--- config.mk ---
export PLATFORM = sky130hd
export DESIGN_NAME = i2c_master_write_sequencer
export DESIGN_NICKNAME = d
export VERILOG_FILES = /design/src/rtl/i2cmw_pkg.sv /design/src/rtl/i2c_master_write_sequencer.sv /design/src/rtl/i2cmw_store.sv /design/src/rtl/i2cmw_seq.sv
export SDC_FILE = /design/constraint.sdc
export NUM_CORES = 2
export LEC_CHECK = 0
export ABC_CLOCK_PERIOD_IN_PS = 4550
export BUFFER_PORTS_ARGS = -buffer_cell sky130_fd_sc_hd__buf_4
export CORE_ASPECT_RATIO = 1.2
export CORE_UTILIZATION = 25
export DETAILED_ROUTE_END_ITERATION = 8
export SKIP_LAST_GASP = 1
export SLEW_MARGIN = 20
export SYNTH_ARGS = -nofsm -noshare
export SYNTH_HDL_FRONTEND = slang
export SYNTH_SLANG_ARGS = --single-unit
--- constraint.sdc ---
create_clock -name clk -period 4.55 [get_ports clk]
set_input_delay 0.455 -clock clk [delete_from_list [all_inputs] [get_ports clk]]
set_output_delay 0.455 -clock clk [all_outputs]
set_load 0.005 [all_outputs]
--- src/rtl/i2cmw_pkg.sv ---
// Package for the I2C master write sequencer: operation, status and error codes,
// the input word and result structures, and fixed constants. No dependencies.
package i2cmw_pkg;

    typedef enum logic [1:0] {
        OP_LOAD   = 2'd0,
        OP_START  = 2'd1,
        OP_STATUS = 2'd2
    } op_t;

    typedef enum logic [4:0] {
        ST_START     = 5'd1,
        ST_RESTART   = 5'd2,
        ST_ADDR_ACK  = 5'd3,
        ST_ADDR_NACK = 5'd4,
        ST_DATA_ACK  = 5'd5,
        ST_DATA_NACK = 5'd6,
        ST_ARB_LOST  = 5'd7
    } status_t;

    typedef enum logic [1:0] {
        ERR_OK      = 2'd0,
        ERR_BUSY    = 2'd1,
        ERR_ADDRESS = 2'd2,
        ERR_RETRIES = 2'd3
    } err_t;

    localparam logic [7:0] MAX_ADDRESS = 8'd127;
    localparam int unsigned CMD_SHIFT = 1;
    localparam logic [7:0] COUNT_MAX = 8'hFF;

    typedef struct packed {
        op_t        op;
        logic [7:0] addr;
        logic [7:0] length;
        logic [7:0] limit;
        logic [7:0] position;
        logic [7:0] value;
        status_t    status;
    } item_t;

    typedef struct packed {
        err_t       error;
        logic       load;
        logic       use_store;
        logic [7:0] data;
        logic       release_bus;
        logic       start;
        logic       stop;
        logic       busy;
    } res_t;

endpackage

--- src/rtl/i2c_master_write_sequencer.sv ---
// Top level of the I2C master write sequencer: input register, result register
// and handshakes. Depends on i2cmw_pkg, i2cmw_seq and i2cmw_store.
//
// Each input word carries one operation: load a byte into the transmit store,
// start a write to a seven-bit address, or report one bus status code. Every
// accepted word gives exactly one result word on the output channel, in order.
// The result tells the bus controller which byte to place in its shift
// register, whether to release the bus, and whether to raise START or STOP,
// together with an error code and the busy flag after the word.
// A word is taken into the input register, decoded there against the transfer
// state and the store once the result register can advance, and the result
// lands in the result register. One word is taken every cycle while the
// receiver does not stall, set by the single decode step between the two
// registers and the one read port of the store.
// When the receiver stalls, the result register holds its word and the input
// register keeps at most one further word, after which in_ready falls.
// Reset empties both registers and returns the block to ready with all
// transfer state cleared; store contents are undefined until loaded.
module i2c_master_write_sequencer
    import i2cmw_pkg::*;
#(
    parameter int BUFFER_DEPTH = 256
) (
    input  logic       clk,
    input  logic       rst_n,
    input  logic       in_valid,
    output logic       in_ready,
    input  logic [1:0] operation,
    input  logic [7:0] slave_address,
    input  logic [7:0] transfer_length,
    input  logic [7:0] retry_limit,
    input  logic [7:0] load_position,
    input  logic [7:0] load_value,
    input  logic [4:0] bus_status,
    output logic       out_valid,
    input  logic       out_ready,
    output logic [1:0] error_code,
    output logic       load_data_reg,
    output logic [7:0] data_value,
    output logic       release_bus,
    output logic       request_start,
    output logic       request_stop,
    output logic       busy_res
);

    localparam int PTR_W = (BUFFER_DEPTH > 1) ? $clog2(BUFFER_DEPTH) : 1;

    logic             in_vld_reg;
    item_t            item_reg;
    logic             out_vld_reg;
    res_t             res_reg;
    res_t             res_next;
    logic             res_adv;
    logic             fire;
    logic             wr_en;
    logic [PTR_W-1:0] rd_addr;
    logic [7:0]       store_data;

    assign res_adv  = !out_vld_reg || out_ready;
    assign in_ready = !in_vld_reg || res_adv;
    assign fire     = in_vld_reg && res_adv;
    assign wr_en    = fire && (item_reg.op == OP_LOAD) &&
                      ({1'b0, item_reg.position} < 9'(BUFFER_DEPTH));

    i2cmw_seq #(
        .BUFFER_DEPTH (BUFFER_DEPTH),
        .PTR_W        (PTR_W)
    ) u_seq (
        .clk     (clk),
        .rst_n   (rst_n),
        .fire    (fire),
        .item    (item_reg),
        .res     (res_next),
        .rd_addr (rd_addr)
    );

    i2cmw_store #(
        .BUFFER_DEPTH (BUFFER_DEPTH),
        .PTR_W        (PTR_W)
    ) u_store (
        .clk     (clk),
        .wr_en   (wr_en),
        .wr_addr (item_reg.position[PTR_W-1:0]),
        .wr_data (item_reg.value),
        .rd_en   (fire),
        .rd_addr (rd_addr),
        .rd_data (store_data)
    );

    always_ff @(posedge clk or negedge rst_n)
    begin
        if (!rst_n)
        begin
            in_vld_reg  <= 1'b0;
            out_vld_reg <= 1'b0;
        end
        else
        begin
            if (in_ready)
            begin
                in_vld_reg <= in_valid;
            end
            if (res_adv)
            begin
                out_vld_reg <= in_vld_reg;
            end
        end
    end

    always_ff @(posedge clk)
    begin
        if (in_valid && in_ready)
        begin
            item_reg <= '{op:       op_t'(operation),
                          addr:     slave_address,
                          length:   transfer_length,
                          limit:    retry_limit,
                          position: load_position,
                          value:    load_value,
                          status:   status_t'(bus_status)};
        end
        if (fire)
        begin
            res_reg <= res_next;
        end
    end

    assign out_valid     = out_vld_reg;
    assign error_code    = res_reg.error;
    assign load_data_reg = res_reg.load;
    assign data_value    = res_reg.use_store ? store_data : res_reg.data;
    assign release_bus   = res_reg.release_bus;
    assign request_start = res_reg.start;
    assign request_stop  = res_reg.stop;
    assign busy_res      = res_reg.busy;

endmodule

--- src/rtl/i2cmw_store.sv ---
// Transmit byte store: one write port and one read port with registered read data.
// Depends on nothing but its parameter.
module i2cmw_store #(
    parameter int BUFFER_DEPTH = 256,
    parameter int PTR_W = 8
) (
    input  logic             clk,
    input  logic             wr_en,
    input  logic [PTR_W-1:0] wr_addr,
    input  logic [7:0]       wr_data,
    input  logic             rd_en,
    input  logic [PTR_W-1:0] rd_addr,
    output logic [7:0]       rd_data
);

    logic [7:0] mem [BUFFER_DEPTH];
    logic [7:0] rd_data_reg;

    always_ff @(posedge clk)
    begin
        if (wr_en)
        begin
            mem[wr_addr] <= wr_data;
        end
    end

    always_ff @(posedge clk)
    begin
        if (rd_en)
        begin
            rd_data_reg <= mem[rd_addr];
        end
    end

    assign rd_data = rd_data_reg;

endmodule

--- src/rtl/i2cmw_seq.sv ---
// Transfer state and the decode of one word into its result and next state.
// Depends on i2cmw_pkg.
module i2cmw_seq
    import i2cmw_pkg::*;
#(
    parameter int BUFFER_DEPTH = 256,
    parameter int PTR_W = 8
) (
    input  logic             clk,
    input  logic             rst_n,
    input  logic             fire,
    input  item_t            item,
    output res_t             res,
    output logic [PTR_W-1:0] rd_addr
);

    logic             trans_reg, trans_next;
    logic [7:0]       index_reg, index_next;
    logic [7:0]       length_reg, length_next;
    logic [7:0]       limit_reg, limit_next;
    logic [7:0]       count_reg, count_next;
    logic [7:0]       cmd_reg, cmd_next;
    logic [PTR_W-1:0] ptr_reg, ptr_next;
    logic [7:0]       index_inc;
    logic [7:0]       count_bump;

    assign index_inc  = index_reg + 8'd1;
    assign count_bump = (count_reg == COUNT_MAX) ? count_reg : count_reg + 8'd1;
    assign rd_addr    = ptr_next;

    always_comb
    begin
        trans_next  = trans_reg;
        index_next  = index_reg;
        length_next = length_reg;
        limit_next  = limit_reg;
        count_next  = count_reg;
        cmd_next    = cmd_reg;
        ptr_next    = ptr_reg;
        res         = '0;
        case (item.op)
            OP_START:
            begin
                if (item.addr > MAX_ADDRESS)
                begin
                    res.error = ERR_ADDRESS;
                end
                else if (trans_reg)
                begin
                    res.error = ERR_BUSY;
                end
                else
                begin
                    length_next = item.length;
                    index_next  = '0;
                    ptr_next    = '0;
                    limit_next  = item.limit;
                    cmd_next    = 8'(item.addr << CMD_SHIFT);
                    trans_next  = 1'b1;
                    res.start   = 1'b1;
                end
            end
            OP_STATUS:
            begin
                if (trans_reg && (index_reg != length_reg))
                begin
                    case (item.status)
                        ST_START, ST_RESTART:
                        begin
                            res.load        = 1'b1;
                            res.data        = cmd_reg;
                            res.release_bus = 1'b1;
                        end
                        ST_ADDR_ACK:
                        begin
                            res.load        = 1'b1;
                            res.use_store   = 1'b1;
                            res.release_bus = 1'b1;
                            count_next      = '0;
                        end
                        ST_ADDR_NACK:
                        begin
                            res.load        = 1'b1;
                            res.data        = cmd_reg;
                            res.release_bus = 1'b1;
                            count_next      = count_bump;
                        end
                        ST_DATA_ACK:
                        begin
                            index_next = index_inc;
                            ptr_next   = (ptr_reg == PTR_W'(BUFFER_DEPTH - 1)) ?
                                         '0 : ptr_reg + PTR_W'(1);
                            if (index_inc != length_reg)
                            begin
                                res.load      = 1'b1;
                                res.use_store = 1'b1;
                            end
                            else
                            begin
                                res.stop   = 1'b1;
                                trans_next = 1'b0;
                            end
                            res.release_bus = 1'b1;
                            count_next      = '0;
                        end
                        ST_DATA_NACK:
                        begin
                            res.load        = 1'b1;
                            res.use_store   = 1'b1;
                            res.release_bus = 1'b1;
                            count_next      = count_bump;
                        end
                        default:
                        begin
                            trans_next = 1'b0;
                            count_next = '0;
                        end
                    endcase
                    if ((limit_reg != '0) && (count_next > limit_reg))
                    begin
                        trans_next      = 1'b0;
                        res.stop        = 1'b1;
                        res.release_bus = 1'b1;
                        count_next      = '0;
                        res.error       = ERR_RETRIES;
                    end
                end
            end
            default:
            begin
            end
        endcase
        res.busy = trans_next;
    end

    always_ff @(posedge clk or negedge rst_n)
    begin
        if (!rst_n)
        begin
            trans_reg  <= 1'b0;
            index_reg  <= '0;
            length_reg <= '0;
            limit_reg  <= '0;
            count_reg  <= '0;
            cmd_reg    <= '0;
            ptr_reg    <= '0;
        end
        else if (fire)
        begin
            trans_reg  <= trans_next;
            index_reg  <= index_next;
            length_reg <= length_next;
            limit_reg  <= limit_next;
            count_reg  <= count_next;
            cmd_reg    <= cmd_next;
            ptr_reg    <= ptr_next;
        end
    end

endmodule

==> results.md <==
- Mean Syn Cell Area: 14.78 um^2
- Number of synthesized register bits: 2168
- Power Internal: 32170 uW
- Wirelength, routed: 238400 um
- Largest net degree at the start of global routing: 164
- Req. time, crit path: 5.15 ns
- Worst-path maximum fanout: 33
- Critical path class: reg -> reg
- Worst R2R Setup Slack: 0.12 ns
- Final hold vios: 0
- I/O Buffers: 67
- NetSw: 8890 uW
- Setup-failing EPs final: 0
- TritonCTS clock tree: built
- CP arrival: 5.03 ns
- Slew Viols, Final: 0
- Syn nets: 5915
- WL per Instance: 22.16 um
- Layout Utilization: 29.23%
- Synth Flop Type: edfxtp_1
- Vias in the first global route: 50276
- Max VDD drop: 0.0003305 V
- Number of vias per cell: 4.769
- Total gr overflow: 0
- Final worst slack: 0.1186 ns
- Placement Setup Slack: -0.7742 ns
- Tot Pwr: 41060 uW
- Synth-to-Final Area Change: 16.40%
- R2r endpoint: u_store.rd_data[1]
- Syn. warnings: 0
- Reg-to-reg critical path startpoint: u_seq.index_reg[4]
- Detailed-route via count: 51300
- Synth async-reset ratio: 2.306%
- Measured slew at the worst slew-check pin: 1.119 ns
- Hpwl dp: 149900 um
- Chip Width: 538.9 um
- DR DRC count: 0
- Clk sinks: 2168
- Leak Pwr: 0.03240 uW
- Post-synth top area cell: edfxtp_1
- Clock root cell: clkbuf_16
- Fin crit share: 97.39%
- Register area share after synthesis: 75.00%
- Largest cells by area after synthesis: edfxtp_1 74%, nand2_1 6.2%, mux4_2 4.8%, nand3_1 3.4%, dfrtp_1 1.4%
- Clock power frac: 41.2%
- Hold Crit Class: in -> async
- Clock Latency Late Sink: 0.87 ns
- Top cells by count, synth: 2118 x edfxtp_1, 1421 x nand2_1, 591 x nand3_1, 287 x nor2_1, 184 x mux4_2
- Sequential Power Share: 54.4%
- PwrDens: 407.9 mW/mm^2
- Fin nets: 6130
- Starting density of the core: 25.11%
- # H-tree levels: 4
- Longest Clk Path Bufs: 4
- Initial antenna violation count: 6
- Core ar.: 0.3443 mm^2
- Router iterations before antenna repair: 8
- Min cycle time layout: 4.431 ns
- Hold WS: 0.1801 ns
- Num rows: 236
- Slew Limit Headroom: 25.38%
- Number of synthesized flops with an enable pin: 2118
- Num CTS Buffers: 208
- Share of post-route cells with drive strength above 1: 14.11%
- I/O pins: 68
- Worst-path clk slew: 0.06 ns
- Antenna Nets Post-Route: 0
- DRT iter0 DRCs: 5409
- Number of flip-flops in the largest register: 2048
- Fmax: 0.2257 GHz
- Status: finished clean
- Mapped cell area: 0.08647 mm^2
- All-Layer GR Usage: 13.25%
- Power share of the combinational group: 4.5%
- Setup TNS: 0 ns
- Max Cap Viol: 0
- Synth unique cells: 76
- Reg2reg path depth: 16
- Die height: 646.2 um
- Critical Path Sink Type: flop
- RD Place Congestion: 0.8871
- Sw Ratio: 21.65%
- Setup crit start kind: flop
- RSZ-0062 raised after global routing: no
- First-pass GRT wire length: 347300 um
- Skew final: 0.04687 ns
- Count leader, synth: edfxtp_1
- Cells after synthesis: 5850
- Post-synth top area share: 73.55%
- Die ar.: 0.3482 mm^2
-- layout make-up --
class                      count  area, um^2
clock buffer                 251        5388
tap                         4522        5658
inverter                      19       71.32
multi-input combinational   3305       19990
antenna                        3       7.507
clock inverter               125        1122
sequential                  2168       64850
timing repair buffer         363        3557
fill                       34099      243700
-- power groups by stage --
stage / logic [uW] / registers, uW / clock network (uW)
finish: 1830 / 22300 / 16900
global route: 1970 / 22300 / 17800
CTS: 1840 / 22300 / 17100
detailed placement: 1750 / 22700 / 0
global placement: 1720 / 22700 / 0
floorplan: 849 / 22900 / 0
-- repair_timing --
item / in CTS / in global routing
resized for setup: 25 / 18
endpoints found under the setup margin: 8 / 8
pin swaps: 1 / 1
cloned: 1 / 0
setup buffers: 4 / 3
hold endpoints to repair: 99 / 0
hold buffers: 51 / 0
-- metal layers --
| layer | track usage [%] | vias to the layer above | part of all wire, % |
|---|---|---|---|
| met4 | 6.450 | 0 | 5.2 |
| met2 | 22.98 | 2084 | 50 |
| met5 | 0 | - | 0 |
| li1 | - | 22546 | - |
| met1 | 16.09 | 26210 | 38 |
| met3 | 1.910 | 460 | 6.5 |
-- worst max-delay path: stages (launching register included) --
cell     delay [ns]
dfrtp_1        0.46
xnor2_2        0.22
nand4_1        0.12
buf_4          0.18
or2_1          0.30
and3_4         0.28
a32o_4         0.40
buf_12         0.20
buf_4          0.27
nand2_1        0.12
nand3_1        0.10
a31oi_2        0.45
o22ai_1        0.16
buf_4          0.17
nor4_4         0.44
buf_4          0.19
nand4_1        0.08
-- how the worst max path moves through the flow --
stage	start	endpoint	slack (ns)	cells past startpoint
final	u_seq.index_reg[4]	u_store.rd_data[1]	0.12	16
after global routing	u_seq.length_reg[7]	u_store.rd_data[2]	0.01	15
after CTS	item_reg[4]	u_store.rd_data[6]	0.06	12
after detailed placement	u_seq.length_reg[7]	u_store.rd_data[1]	-0.77	13
after global placement	u_seq.length_reg[7]	u_store.rd_data[1]	-0.81	13
after floorplan	item_reg[5]	u_store.mem[0][0]	0.50	0
-- cells by family (layout without fill, tap and decap cells) --
family | Yosys count | count (layout) | share of synthesized area, %
AOI/OAI and AO/OA | 511 | 511 | 4.179
xor gates and xnor gates | 15 | 15 | 0.1693
adders and majority gates | 14 | 14 | 0.2026
buffers and inverters | 377 | 758 | 2.295
DFF | 2168 | 2168 | 75.00
muxes | 242 | 242 | 5.507
other | 0 | 3 | 0
and+or+nand+nor | 2523 | 2523 | 12.65
-- through the flow --
step / area (um^2) / std cells
final: 100700 / 10756
after global routing: 100600 / 10754
after CTS: 100500 / 10751
after detailed placement: 93290 / 10319
after global placement: 93250 / 10318
after floorplan: 86470 / 5850
-- layout by cell type, fill, tap and decap left out, drive strengths merged, types with 15 or more instances in the layout --
cell            n
edfxtp       2118
nand2        1421
nand3         592
buf           311
nor2          287
clkbuf        251
mux4          184
and3          100
a31oi          96
clkinv         95
a22oi          89
o22ai          69
a311oi         64
dlygate4sd3    51
dfrtp          50
a21oi          48
o21ai          41
nor4           33
mux2           30
mux2i          28
inv            25
a32oi          22
nand4          20
bufinv         17
o31ai          15
No activity file was read; power rests on OpenSTA's default activity.
